### config.mk
export PLATFORM = sky130hd
export DESIGN_NAME = max_heap_priority_queue_flat
export DESIGN_NICKNAME = d
export VERILOG_FILES = /design/src/hw/rtl/mhpq_pkg.sv /design/src/hw/rtl/mhpq_if.sv /design/src/hw/rtl/max_heap_priority_queue.sv /design/src/hw/rtl/mhpq_mem.sv /design/src/hw/rtl/mhpq_cmp.sv /design/src/hw/rtl/mhpq_ctrl.sv /design/src/flat_wrapper.sv
export SDC_FILE = /design/constraint.sdc
export NUM_CORES = 2
export LEC_CHECK = 0
export CORE_AREA = 2 2 553 555
export CTS_BUF_LIST = sky130_fd_sc_hd__clkbuf_4
export CTS_CLUSTER_SIZE = 14
export DETAILED_ROUTE_END_ITERATION = 10
export DIE_AREA = 0 0 555 557
export DONT_BUFFER_PORTS = 1
export GPL_TIMING_DRIVEN = 0
export PLACE_DENSITY = 0.4
export SYNTH_ARGS = -nofsm -noshare
export SYNTH_HDL_FRONTEND = slang
export SYNTH_HIERARCHICAL = 1
export SYNTH_SLANG_ARGS = --single-unit
### constraint.sdc
create_clock -name i_clk -period 9 [get_ports i_clk]
set_input_delay 1.35 -clock i_clk [delete_from_list [all_inputs] [get_ports i_clk]]
set_output_delay 1.35 -clock i_clk [all_outputs]
set_load 0.05 [all_outputs]
### src/hw/rtl/mhpq_pkg.sv
// Shared types, codes and defaults of the max-heap priority queue.
`default_nettype none

package mhpq_pkg;

    localparam int DEPTH_DEF = 64;
    localparam int VAL_W     = 32;
    localparam int STAT_W    = 2;

    typedef logic signed [VAL_W-1:0] t_value;
    typedef logic [STAT_W-1:0]       t_status;

    // Request codes
    localparam logic REQ_INSERT = 1'b0;
    localparam logic REQ_REMOVE = 1'b1;

    // Status codes
    localparam t_status ST_OK    = 2'd0;
    localparam t_status ST_FULL  = 2'd1;
    localparam t_status ST_EMPTY = 2'd2;

endpackage

`default_nettype wire

### src/hw/rtl/mhpq_if.sv
// Request and response channel interfaces of the max-heap priority queue.
`default_nettype none

interface mhpq_req_if;
    import mhpq_pkg::*;

    logic   valid;
    logic   ready;
    logic   req_type;
    t_value value;

    modport source (output valid, output req_type, output value, input ready);
    modport sink   (input valid, input req_type, input value, output ready);
endinterface

interface mhpq_rsp_if #(
    parameter int CNT_W = 7
);
    import mhpq_pkg::*;

    logic             valid;
    logic             ready;
    t_status          status;
    t_value           removed_value;
    logic [CNT_W-1:0] count;

    modport source (output valid, output status, output removed_value, output count,
                    input ready);
    modport sink   (input valid, input status, input removed_value, input count,
                    output ready);
endinterface

`default_nettype wire

### src/hw/rtl/max_heap_priority_queue.sv
// Max-heap priority queue: binary max-heap of signed 32-bit values in one memory.
// Insert walks up one level at a time; remove walks down one level at a time, reading
// the two children in turn through the single read port. At DEPTH 64 the count left
// after a remove is at most 63.
// Ready is high only while idle; a waiting result does not block the next transfer.
// Reset clears the element count and the response valid flag; store contents are
// left as they are, and no clearing pass runs.
`default_nettype none

module max_heap_priority_queue #(
    parameter int DEPTH = mhpq_pkg::DEPTH_DEF
) (
    input  wire logic  i_clk,
    input  wire logic  i_rst_n,
    mhpq_req_if.sink   i_req,
    mhpq_rsp_if.source o_rsp
);
    import mhpq_pkg::*;

    localparam int CW = $clog2(DEPTH + 1);
    localparam int AW = $clog2(DEPTH);

    logic          mem_we;
    logic [AW-1:0] mem_waddr;
    t_value        mem_wdata;
    logic [AW-1:0] mem_raddr;
    t_value        mem_rdata;
    t_value        cmp_a;
    t_value        cmp_b;
    logic          cmp_gt;
    t_value        cmp_max;

    mhpq_ctrl #(
        .DEPTH (DEPTH),
        .CW    (CW),
        .AW    (AW)
    ) u_ctrl (
        .i_clk       (i_clk),
        .i_rst_n     (i_rst_n),
        .i_req       (i_req),
        .o_rsp       (o_rsp),
        .o_mem_we    (mem_we),
        .o_mem_waddr (mem_waddr),
        .o_mem_wdata (mem_wdata),
        .o_mem_raddr (mem_raddr),
        .i_mem_rdata (mem_rdata),
        .o_cmp_a     (cmp_a),
        .o_cmp_b     (cmp_b),
        .i_cmp_gt    (cmp_gt),
        .i_cmp_max   (cmp_max)
    );

    mhpq_mem #(
        .DEPTH (DEPTH),
        .AW    (AW)
    ) u_mem (
        .i_clk   (i_clk),
        .i_we    (mem_we),
        .i_waddr (mem_waddr),
        .i_wdata (mem_wdata),
        .i_raddr (mem_raddr),
        .o_rdata (mem_rdata)
    );

    mhpq_cmp u_cmp (
        .i_a   (cmp_a),
        .i_b   (cmp_b),
        .o_gt  (cmp_gt),
        .o_max (cmp_max)
    );

endmodule

`default_nettype wire

### src/hw/rtl/mhpq_mem.sv
// Heap store: one write port and one read port with registered read data.
`default_nettype none

module mhpq_mem #(
    parameter int DEPTH = 64,
    parameter int AW    = 6
) (
    input  wire logic              i_clk,
    input  wire logic              i_we,
    input  wire logic [AW-1:0]     i_waddr,
    input  wire mhpq_pkg::t_value  i_wdata,
    input  wire logic [AW-1:0]     i_raddr,
    output mhpq_pkg::t_value       o_rdata
);
    import mhpq_pkg::*;

    t_value r_mem [DEPTH];
    t_value r_rdata;

    // Write port
    always_ff @(posedge i_clk) begin
        if (i_we) begin
            r_mem[i_waddr] <= i_wdata;
        end
    end

    // Registered read port
    always_ff @(posedge i_clk) begin
        r_rdata <= r_mem[i_raddr];
    end

    assign o_rdata = r_rdata;

endmodule

`default_nettype wire

### src/hw/rtl/mhpq_cmp.sv
// Shared signed compare unit: greater-than flag and the larger operand.
`default_nettype none

module mhpq_cmp (
    input  wire mhpq_pkg::t_value i_a,
    input  wire mhpq_pkg::t_value i_b,
    output logic                  o_gt,
    output mhpq_pkg::t_value      o_max
);
    import mhpq_pkg::*;

    // Strict signed compare; ties keep operand b
    assign o_gt  = (i_a > i_b);
    assign o_max = o_gt ? i_a : i_b;

endmodule

`default_nettype wire

### src/hw/rtl/mhpq_ctrl.sv
// Sequencer that walks the heap one level at a time and holds the response.
`default_nettype none

module mhpq_ctrl #(
    parameter int DEPTH = 64,
    parameter int CW    = 7,
    parameter int AW    = 6
) (
    input  wire logic              i_clk,
    input  wire logic              i_rst_n,
    mhpq_req_if.sink               i_req,
    mhpq_rsp_if.source             o_rsp,
    // Memory port
    output logic                   o_mem_we,
    output logic [AW-1:0]          o_mem_waddr,
    output mhpq_pkg::t_value       o_mem_wdata,
    output logic [AW-1:0]          o_mem_raddr,
    input  wire mhpq_pkg::t_value  i_mem_rdata,
    // Compare unit
    output mhpq_pkg::t_value       o_cmp_a,
    output mhpq_pkg::t_value       o_cmp_b,
    input  wire logic              i_cmp_gt,
    input  wire mhpq_pkg::t_value  i_cmp_max
);
    import mhpq_pkg::*;

    localparam logic [2:0] S_IDLE    = 3'd0;
    localparam logic [2:0] S_UP      = 3'd1;
    localparam logic [2:0] S_FIN     = 3'd2;
    localparam logic [2:0] S_RM_ROOT = 3'd3;
    localparam logic [2:0] S_RM_LAST = 3'd4;
    localparam logic [2:0] S_DN_L    = 3'd5;
    localparam logic [2:0] S_DN_R    = 3'd6;
    localparam logic [2:0] S_OUT     = 3'd7;

    localparam logic [CW-1:0] CNT_FULL = CW'(DEPTH);
    localparam logic [CW-1:0] POS_ROOT = CW'(1);

    // Heap position (1-based) to store slot
    function automatic logic [AW-1:0] slot_of(input logic [CW-1:0] pos);
        logic [CW-1:0] t;
        t = pos - POS_ROOT;
        return t[AW-1:0];
    endfunction

    logic [2:0]     r_state, n_state;
    logic [CW-1:0]  r_cnt, n_cnt;
    logic [CW-1:0]  r_pos, n_pos;
    t_value         r_cur, n_cur;
    t_value         r_best, n_best;
    logic           r_best_l, n_best_l;
    t_status        r_status, n_status;
    t_value         r_rem, n_rem;
    logic           r_ovalid, n_ovalid;
    t_status        r_ostatus, n_ostatus;
    t_value         r_orem, n_orem;
    logic [CW-1:0]  r_ocnt, n_ocnt;

    logic [CW:0]    w_cnt_ext;
    logic [CW:0]    w_l;
    logic [CW:0]    w_r;
    logic           w_has_r;
    logic [CW-1:0]  w_cnt_inc;
    logic [CW-1:0]  w_par;
    logic [CW:0]    w_lp;
    logic           w_descend;

    assign w_cnt_ext = {1'b0, r_cnt};
    assign w_l       = {r_pos, 1'b0};
    assign w_r       = {r_pos, 1'b1};
    assign w_has_r   = (w_r <= w_cnt_ext);
    assign w_cnt_inc = r_cnt + POS_ROOT;
    assign w_par     = r_pos >> 1;

    // Next-state and datapath control
    always_comb begin
        n_state     = r_state;
        n_cnt       = r_cnt;
        n_pos       = r_pos;
        n_cur       = r_cur;
        n_best      = r_best;
        n_best_l    = r_best_l;
        n_status    = r_status;
        n_rem       = r_rem;
        n_ovalid    = r_ovalid & ~o_rsp.ready;
        n_ostatus   = r_ostatus;
        n_orem      = r_orem;
        n_ocnt      = r_ocnt;
        o_mem_we    = 1'b0;
        o_mem_waddr = slot_of(r_pos);
        o_mem_wdata = r_cur;
        o_mem_raddr = '0;
        o_cmp_a     = r_cur;
        o_cmp_b     = i_mem_rdata;
        w_descend   = 1'b0;
        w_lp        = '0;

        unique case (r_state)
            S_IDLE: begin
                if (i_req.valid) begin
                    n_rem    = '0;
                    n_status = ST_OK;
                    if (i_req.req_type == REQ_INSERT) begin
                        if (r_cnt == CNT_FULL) begin
                            n_status = ST_FULL;
                            n_state  = S_OUT;
                        end else begin
                            n_cnt = w_cnt_inc;
                            n_pos = w_cnt_inc;
                            n_cur = i_req.value;
                            if (r_cnt == '0) begin
                                n_state = S_FIN;
                            end else begin
                                o_mem_raddr = slot_of(w_cnt_inc >> 1);
                                n_state     = S_UP;
                            end
                        end
                    end else begin
                        if (r_cnt == '0) begin
                            n_status = ST_EMPTY;
                            n_state  = S_OUT;
                        end else begin
                            o_mem_raddr = slot_of(POS_ROOT);
                            n_state     = S_RM_ROOT;
                        end
                    end
                end
            end
            S_UP: begin
                // Parent value is on the read port; move it down if smaller
                o_cmp_a = r_cur;
                o_cmp_b = i_mem_rdata;
                o_mem_we = 1'b1;
                if (i_cmp_gt) begin
                    o_mem_wdata = i_mem_rdata;
                    n_pos       = w_par;
                    if (w_par == POS_ROOT) begin
                        n_state = S_FIN;
                    end else begin
                        o_mem_raddr = slot_of(w_par >> 1);
                    end
                end else begin
                    o_mem_wdata = r_cur;
                    n_state     = S_OUT;
                end
            end
            S_FIN: begin
                o_mem_we    = 1'b1;
                o_mem_wdata = r_cur;
                n_state     = S_OUT;
            end
            S_RM_ROOT: begin
                n_rem       = i_mem_rdata;
                o_mem_raddr = slot_of(r_cnt);
                n_cnt       = r_cnt - POS_ROOT;
                n_state     = S_RM_LAST;
            end
            S_RM_LAST: begin
                n_cur = i_mem_rdata;
                n_pos = POS_ROOT;
                if (r_cnt == '0) begin
                    n_state = S_OUT;
                end else begin
                    w_descend = 1'b1;
                end
            end
            S_DN_L: begin
                // Left child against the moving element
                o_cmp_a = i_mem_rdata;
                o_cmp_b = r_cur;
                if (w_has_r) begin
                    n_best      = i_cmp_max;
                    n_best_l    = i_cmp_gt;
                    o_mem_raddr = slot_of(w_r[CW-1:0]);
                    n_state     = S_DN_R;
                end else begin
                    o_mem_we = 1'b1;
                    if (i_cmp_gt) begin
                        o_mem_wdata = i_mem_rdata;
                        n_pos       = w_l[CW-1:0];
                        w_descend   = 1'b1;
                    end else begin
                        o_mem_wdata = r_cur;
                        n_state     = S_OUT;
                    end
                end
            end
            S_DN_R: begin
                // Right child against the larger of left child and element
                o_cmp_a  = i_mem_rdata;
                o_cmp_b  = r_best;
                o_mem_we = 1'b1;
                if (i_cmp_gt) begin
                    o_mem_wdata = i_mem_rdata;
                    n_pos       = w_r[CW-1:0];
                    w_descend   = 1'b1;
                end else if (r_best_l) begin
                    o_mem_wdata = r_best;
                    n_pos       = w_l[CW-1:0];
                    w_descend   = 1'b1;
                end else begin
                    o_mem_wdata = r_cur;
                    n_state     = S_OUT;
                end
            end
            S_OUT: begin
                if (!r_ovalid || o_rsp.ready) begin
                    n_ovalid  = 1'b1;
                    n_ostatus = r_status;
                    n_orem    = r_rem;
                    n_ocnt    = r_cnt;
                    n_state   = S_IDLE;
                end
            end
            default: begin
                n_state = S_IDLE;
            end
        endcase

        // Start the next level down: fetch the left child or settle here
        if (w_descend) begin
            w_lp = {n_pos, 1'b0};
            if (w_lp <= w_cnt_ext) begin
                o_mem_raddr = slot_of(w_lp[CW-1:0]);
                n_state     = S_DN_L;
            end else begin
                n_state = S_FIN;
            end
        end
    end

    // Control registers
    always_ff @(posedge i_clk) begin
        if (!i_rst_n) begin
            r_state  <= S_IDLE;
            r_cnt    <= '0;
            r_ovalid <= 1'b0;
        end else begin
            r_state  <= n_state;
            r_cnt    <= n_cnt;
            r_ovalid <= n_ovalid;
        end
    end

    // Payload registers
    always_ff @(posedge i_clk) begin
        r_pos     <= n_pos;
        r_cur     <= n_cur;
        r_best    <= n_best;
        r_best_l  <= n_best_l;
        r_status  <= n_status;
        r_rem     <= n_rem;
        r_ostatus <= n_ostatus;
        r_orem    <= n_orem;
        r_ocnt    <= n_ocnt;
    end

    assign i_req.ready         = (r_state == S_IDLE);
    assign o_rsp.valid         = r_ovalid;
    assign o_rsp.status        = r_ostatus;
    assign o_rsp.removed_value = r_orem;
    assign o_rsp.count         = r_ocnt;

endmodule

`default_nettype wire

### src/flat_wrapper.sv
// flat-port wrapper written by rule: the top's interface ports become plain ports
module max_heap_priority_queue_flat import mhpq_pkg::*;
#(
    parameter int DEPTH = mhpq_pkg::DEPTH_DEF
)
  (i_clk, i_rst_n, i_req_valid, i_req_req_type, i_req_value, i_req_ready, o_rsp_valid, o_rsp_status, o_rsp_removed_value, o_rsp_count, o_rsp_ready);
  mhpq_req_if i_req_i ();
  mhpq_rsp_if o_rsp_i ();
  input  wire logic i_clk;
  input  wire logic i_rst_n;
  input wire logic [$bits(i_req_i.valid)-1:0] i_req_valid;
  input wire logic [$bits(i_req_i.req_type)-1:0] i_req_req_type;
  input wire logic [$bits(i_req_i.value)-1:0] i_req_value;
  output wire logic [$bits(i_req_i.ready)-1:0] i_req_ready;
  output wire logic [$bits(o_rsp_i.valid)-1:0] o_rsp_valid;
  output wire logic [$bits(o_rsp_i.status)-1:0] o_rsp_status;
  output wire logic [$bits(o_rsp_i.removed_value)-1:0] o_rsp_removed_value;
  output wire logic [$bits(o_rsp_i.count)-1:0] o_rsp_count;
  input wire logic [$bits(o_rsp_i.ready)-1:0] o_rsp_ready;
  assign i_req_i.valid = i_req_valid;
  assign i_req_i.req_type = i_req_req_type;
  assign i_req_i.value = i_req_value;
  assign i_req_ready = i_req_i.ready;
  assign o_rsp_valid = o_rsp_i.valid;
  assign o_rsp_status = o_rsp_i.status;
  assign o_rsp_removed_value = o_rsp_i.removed_value;
  assign o_rsp_count = o_rsp_i.count;
  assign o_rsp_i.ready = o_rsp_ready;
  max_heap_priority_queue #(.DEPTH(DEPTH)) u_core (.i_clk(i_clk), .i_rst_n(i_rst_n), .i_req(i_req_i), .o_rsp(o_rsp_i));
endmodule
Word-level counts from Yosys, hierarchy flattened
Memory sizes are Yosys's and may differ from the RTL's. A register that Yosys moved wholly into a read port is not among the register bits.
Cells that the tools add are included.
{ "totals": {"regBits": 158, "ram_bits": 2048, "output_inout_bits": 43, "wordCells": 127, "memories": 1} }
{ "mem_list": {"columns": ["memory", "words", "word_bits", "rd", "rd_clocked_by_memory_dff", "wr", "line_no", "text"], "rows": [
  ["u_core.u_mem.r_mem", 64, 32, 1, 1, 1, "mhpq_mem.sv:17", "t_value r_mem [DEPTH];"]
]} }
{ "classes": {"add_sub_neg": 7, "order_cmp": 3, "eq_ne": 19, "mux": 68, "n_bitwise": 2, "n_reduce_logical": 15} }
{ "ops": {"columns": ["op", "count"], "rows": [
  ["two-way mux 32 bit", 10],
  ["one-hot mux 32 bit (2 select lines)", 3],
  ["one-hot mux 32 bit (3 select lines)", 1],
  ["two-way mux 7 bit", 11],
  ["two-way mux 6 bit", 9],
  ["two-way mux 3 bit", 14],
  ["one-hot mux 7 bit (5 select lines)", 1],
  ["greater-than comparator 32 bit", 1],
  ["one-hot mux 3 bit (8 select lines)", 1],
  ["one-hot mux 6 bit (4 select lines)", 1],
  ["subtractor 6 x 1 -> 6 bit (second input constant)", 4],
  ["<= comparator 8 x 7 -> 1 bit", 2],
  ["one-hot mux 7 bit (2 select lines)", 1],
  ["== test 3 bit (second input constant)", 4],
  ["inequality test 3 bit (second input constant)", 4],
  ["two-way mux 1 bit", 11],
  ["inequality test 4 bit (second input constant)", 2],
  ["AND reduction 2 bit", 4],
  ["AND reduction 4 bit", 2],
  ["adder 7 x 1 -> 7 bit (second input constant)", 1],
  ["== test 7 bit (second input constant)", 1],
  ["logical NOT 7 bit", 1],
  ["AND reduction 7 bit", 1],
  ["subtractor 7 x 1 -> 7 bit (second input constant)", 1],
  ["other kinds (17)", 23]
]} }

Depth between registers and ports, before layout
{ "depth": {"word_depth": 10, "ltp_mapped": 41, "depth_no_buf": 31} }

By module
The synthesis kept the hierarchy.
{ "modules_own_cells": {"columns": ["mod", "instances", "cells_each", "area_each_um2", "seq_area_each_um2"], "rows": [
  ["mhpq_mem", 1, 3324, 78512.8, 62139.6],
  ["mhpq_ctrl", 1, 955, 9425.3, 4564.4],
  ["mhpq_cmp", 1, 420, 2692.6, 0.0]
]} }

Least setup slack after synthesis
OpenSTA, ideal clock, no wires.
{ "synth_path": {"kind": "flip-flop to flip-flop", "startpoint": "register u_core.u_ctrl.r_state[0]", "endpoint": "register u_core.u_mem.r_rdata[13], in the netlist u_core/u_mem/o_rdata[13] (read register of u_core.u_mem.r_mem)", "setup_time_ns": 0.117, "arrival_time_ns": 8.209, "t_required_ns": 8.883, "setup_slack_ns": 0.674, "stages_incl_launch_ff": 34, "n_path_buf": 8, "cell_sequence": "dfxtp_1 > clkbuf_1 > clkbuf_1 > nor2_1 > o21ai_1 > clkbuf_1 > mux2_2 > ha_1 > a21oi_1 > o21ai_0 > a211oi_2 > and2_1 > buf_2 > clkbuf_1 > nand3_1 > a21oi_1 > nor4bb_1 > a22oi_1 > o211a_1 > a31oi_1 > o22ai_1 > inv_1 > ha_1 > nand3_1 > or4_1 > a211o_4 > o21ai_0 > buf_2 > clkbuf_1 > clkbuf_1 > mux4_2 > mux4_2 > o22ai_1 > nor2_1"} }
{ "synth_via": {"elab_chain_len": 10, "elab_cells_between_ends": 25} }
{ "synth_lines": {"columns": ["item", "line_no", "text"], "rows": [
  ["from (decl)", "mhpq_ctrl.sv:46", "logic [2:0] r_state, n_state;"],
  ["from (signal assigned)", "mhpq_ctrl.sv:239", "r_state <= n_state;"],
  ["== test 3 bit", "mhpq_ctrl.sv:98", "unique case (r_state)"],
  ["OR reduction 2 bit (no source line) (*)", null, null],
  ["two-way mux 32 bit (*)", "mhpq_ctrl.sv:98", null],
  ["named net u_core.cmp_a[19]", "max_heap_priority_queue.sv:28", "t_value cmp_a;"],
  ["greater-than comparator 32 bit (*)", "mhpq_cmp.sv:13", "assign o_gt = (i_a > i_b);"],
  ["named net u_core.cmp_gt", "max_heap_priority_queue.sv:30", "logic cmp_gt;"],
  ["two-way mux 7 bit", "mhpq_ctrl.sv:178", "if (i_cmp_gt) begin"],
  ["two-way mux 7 bit", "mhpq_ctrl.sv:171", "if (w_has_r) begin"],
  ["one-hot mux 7 bit (5 select lines) (*)", "mhpq_ctrl.sv:98", null],
  ["named net u_core.u_ctrl.n_pos[3]", "mhpq_ctrl.sv:48", "logic [CW-1:0] r_pos, n_pos;"],
  ["<= comparator 8 x 7 -> 1 bit (*)", "mhpq_ctrl.sv:223", "if (w_lp <= w_cnt_ext) begin"],
  ["two-way mux 6 bit (*)", "mhpq_ctrl.sv:223", null],
  ["two-way mux 6 bit (*)", "mhpq_ctrl.sv:221", "if (w_descend) begin"],
  ["named net u_core.mem_raddr[1]", "max_heap_priority_queue.sv:26", "logic [AW-1:0] mem_raddr;"],
  ["to (decl)", "mhpq_mem.sv:18", "t_value r_rdata;"]
]} }
The timed path passes the listed nets; every way through them passes the cells marked *.
A chain may end at the register's enable or synchronous reset.

Worst setup path after layout
{ "layout_path": {"startpoint": "register u_core.u_ctrl.r_state[1]", "endpoint": "register u_core.u_mem.r_rdata[23], in the netlist u_core/u_mem/o_rdata[23] (read register of u_core.u_mem.r_mem)"} }
Same word-level chain as after synthesis.

==> impl_metrics.ini <==
[run_status]
outcome = finished, violations left
violations = max-capacitance violations, max-slew violations

[sta]
whs_ns = 0.256
finalSetupViolCount = 0
slew_headroom_pct = -2.07
worstMarginPinSlew_ns = 1.52
fin_setup_tns_ns = 0
min_period_ns = 8.78
fin_worst_skew_ns = 0.128
post-route-period-util_pct = 97.6
drv_slew = 8
worst_slack_ns = 0.217
hold_violations = 0
fmax_ghz = 0.114

[floorplan]
start_util_pct = 29.8
die_h_um = 557
dieArea_sq_um = 309000
die_w_um = 555
io-pin-count = 80
num_rows = 203
core_region_area_sq_um = 304000

[cells_and_area]
nNetsFinal = 5670
area_growth_pct = 22.7
multi_input_area_sq_um = 24300
finalNonFillerCells = 10000
ff_latch_area_sq_um = 66700
drive_gt1_share_pct = 39.2
fillerInstances = 28400

[placed_design]
dp.cells = 8843
hpwl_mm = 229
dpl_worst_slack_ns = -4.82
gp_congestion = 0.903
port_buffers = 0

[logic_synthesis]
synth_ff_type = edfxtp_1
synth_area_per_cell_sq_um = 19.3
ys_ff_latch = 2238
synth_warnings = 6
synth_cell_types = 74
synth_edf_count = 2188
syn_area_sq_um = 90600
yosysSeqAreaShare_pct = 73.6
async_flop_share_pct = 0
synthesis.nets = 4787
syn_inst = 4699

[worst_setup_path]
worstPathMaxFanout = 10
cp-startpoint = u_core/u_ctrl/r_state[1]$_SDFFE_PN0P_
slowest_delay_ns = 0.54
worst_ep_arrival_time_ns = 10.09
cp-start-kind = register
cpMaxStageDelayCell = mux4_2
r2r_start = u_core/u_ctrl/r_state[1]$_SDFFE_PN0P_
required_ns = 10.31
worstSetupPathType = reg -> reg
critPathCaptureType = register

[clock_tree]
clock_sinks = 2238
clk_path_buf_depth = 4
insertion_delay_ns = 1.53
cts_tree = done
cts_buffers = 620
cts_max_level = 6
clk_pin_slew_ns = 0.07
clock-root-buffer = clkbuf_4

[job]
max_cap_violations = 1

[global_routing]
grt_pass1_vias = 53600
grt_max_degree = 65
gr-total-overflow = 0
grt_first_pass_wirelength_mm = 456
grt_usage_pct = 21.6
antenna_found_initial = 25

[drt]
vias = 53100
dr.pass1.iters = 6
ant_nets = 0
routed_wl_mm = 339
drc = 0
avgRoutedWirePerCell_um = 33.8
via_per_inst = 5.29
drt-initial-drc-count = 5960

[min_path]
worstHoldStart = i_req_valid
hp-class = in -> reg
==> synthesized netlist by cell type, drive strengths merged (26+ instances only) <==
cell	number	area share, %
edfxtp	2188	72
mux4	544	14
nor2	194	0.81
nand2	176	0.74
clkbuf	163	0.68
o21ai	147	0.82
buf	138	0.90
a21oi	131	0.72
o22ai	120	0.83
mux2i	95	1.0
a22oi	89	0.74
inv	89	0.37
mux2	62	0.77
ha	51	0.70
dfxtp	50	1.1
nand4	43	0.30
and2	41	0.28
o211ai	41	0.45
a31oi	39	0.27
or3	37	0.26
nand4b	33	0.32
o221ai	30	0.29
nand3	26	0.14
==> cells by family after synthesis <==
logic type,synth area share [%]
compound gates,4.67
fa+ha+maj,0.704
flops,73.6
buf+inv,1.94
simple gates,3.47
mux,15.3
xor+xnor,0.280
==> final timing paths <==
kind	end	slack (ns)	depth (start not counted)
worst max-delay path	u_core/u_mem/o_rdata[23]$_DFF_P_	0.22	35
worst min register to register	u_core/u_ctrl/o_rsp.removed_value[4]$_DFFE_PP_	0.37	0
worst min-delay path	u_core/u_ctrl/r_state[1]$_SDFFE_PN0P_	0.26	4
worst max register to register	u_core/u_mem/o_rdata[23]$_DFF_P_	0.22	35
==> metal layers <==
layer / global-route usage [%] / routed length (um) / vias to the layer above
met3: 3.16 / 20000 / 591
met1: 28.8 / 142000 / 28500
met5: 0 / 100 / -
li1: - / - / 21700
met2: 35.5 / 162000 / 2333
met4: 8.75 / 14100 / 14
==> placed cells by master, fill, tap and decap left out, drive strengths merged, types with 50 or more instances in the layout <==
cell type,netlist,routed
ha,51,51
edfxtp,2188,2188
a21oi,131,131
nor2,194,194
buf,138,386
dfxtp,50,50
inv,89,122
mux2,62,62
clkbuf,163,1053
mux4,544,544
nand2,176,176
o22ai,120,120
clkinv,0,112
o21ai,147,147
a22oi,89,89
mux2i,95,95
==> cell type report <==
class	count	share of cell area, %
flip-flops and latches	2238	60.0
multi-input cells	2071	21.9
clock buffers	916	6.18
well taps	3997	4.50
repair buffers	268	3.88
plain buffers	294	2.35
clock inverters	161	0.896
inverters	89	0.309
diodes	12	0.0270
==> state kept, by name, summed over array words and instances (netlist names) <==
signal,count
u_core/u_ctrl/o_rsp.count,7
u_core/u_ctrl/r_best_l,1
u_core/u_mem/o_rdata,32
u_core/u_ctrl/r_pos,7
u_core/u_ctrl/r_cur,32
u_core/u_ctrl/r_state,3
u_core/u_mem/r_mem,2048
u_core/u_ctrl/o_rsp.valid,1
u_core/u_ctrl/r_rem,32
u_core/u_ctrl/o_rsp.removed_value,32
u_core/u_ctrl/r_cnt,7
u_core/u_ctrl/r_best,32
u_core/u_ctrl/o_rsp.status,2
u_core/u_ctrl/r_status,2
==> per-stage QoR <==
step                      utilization (%)  instance area, sq um
after global routing                 36.6                111000
after floorplan                         -                 90600
final                                36.6                111000
after global placement               31.5                 95600
after CTS                            36.4                111000
after detailed placement             32.7                 99500
==> worst max-delay path: cells and delay by family, from the launching register on <==
kind / cells / cell delay (ns)
AND/OR/NAND/NOR: 8 / 2.00
AO/OA/AOI/OAI: 10 / 2.37
multiplexers: 3 / 1.33
flip-flops: 1 / 0.34
adder cells (fa/ha/maj): 2 / 0.60
buffers and inverters: 12 / 1.89
==> repair_timing <==
| item | CTS | global route |
|---|---|---|
| setup buffers | 48 | 31 |
| hold buffers | 36 | 0 |
| hold endpoints to repair | 47 | 0 |
| gates cloned | 5 | 1 |
| setup endpoints to repair | 35 | 32 |
| pin swaps | 45 | 25 |
| gates resized for setup | 633 | 117 |
Power is not shown: default switching activity piles up to over one toggle a cycle in this logic, so the estimate is an artifact.
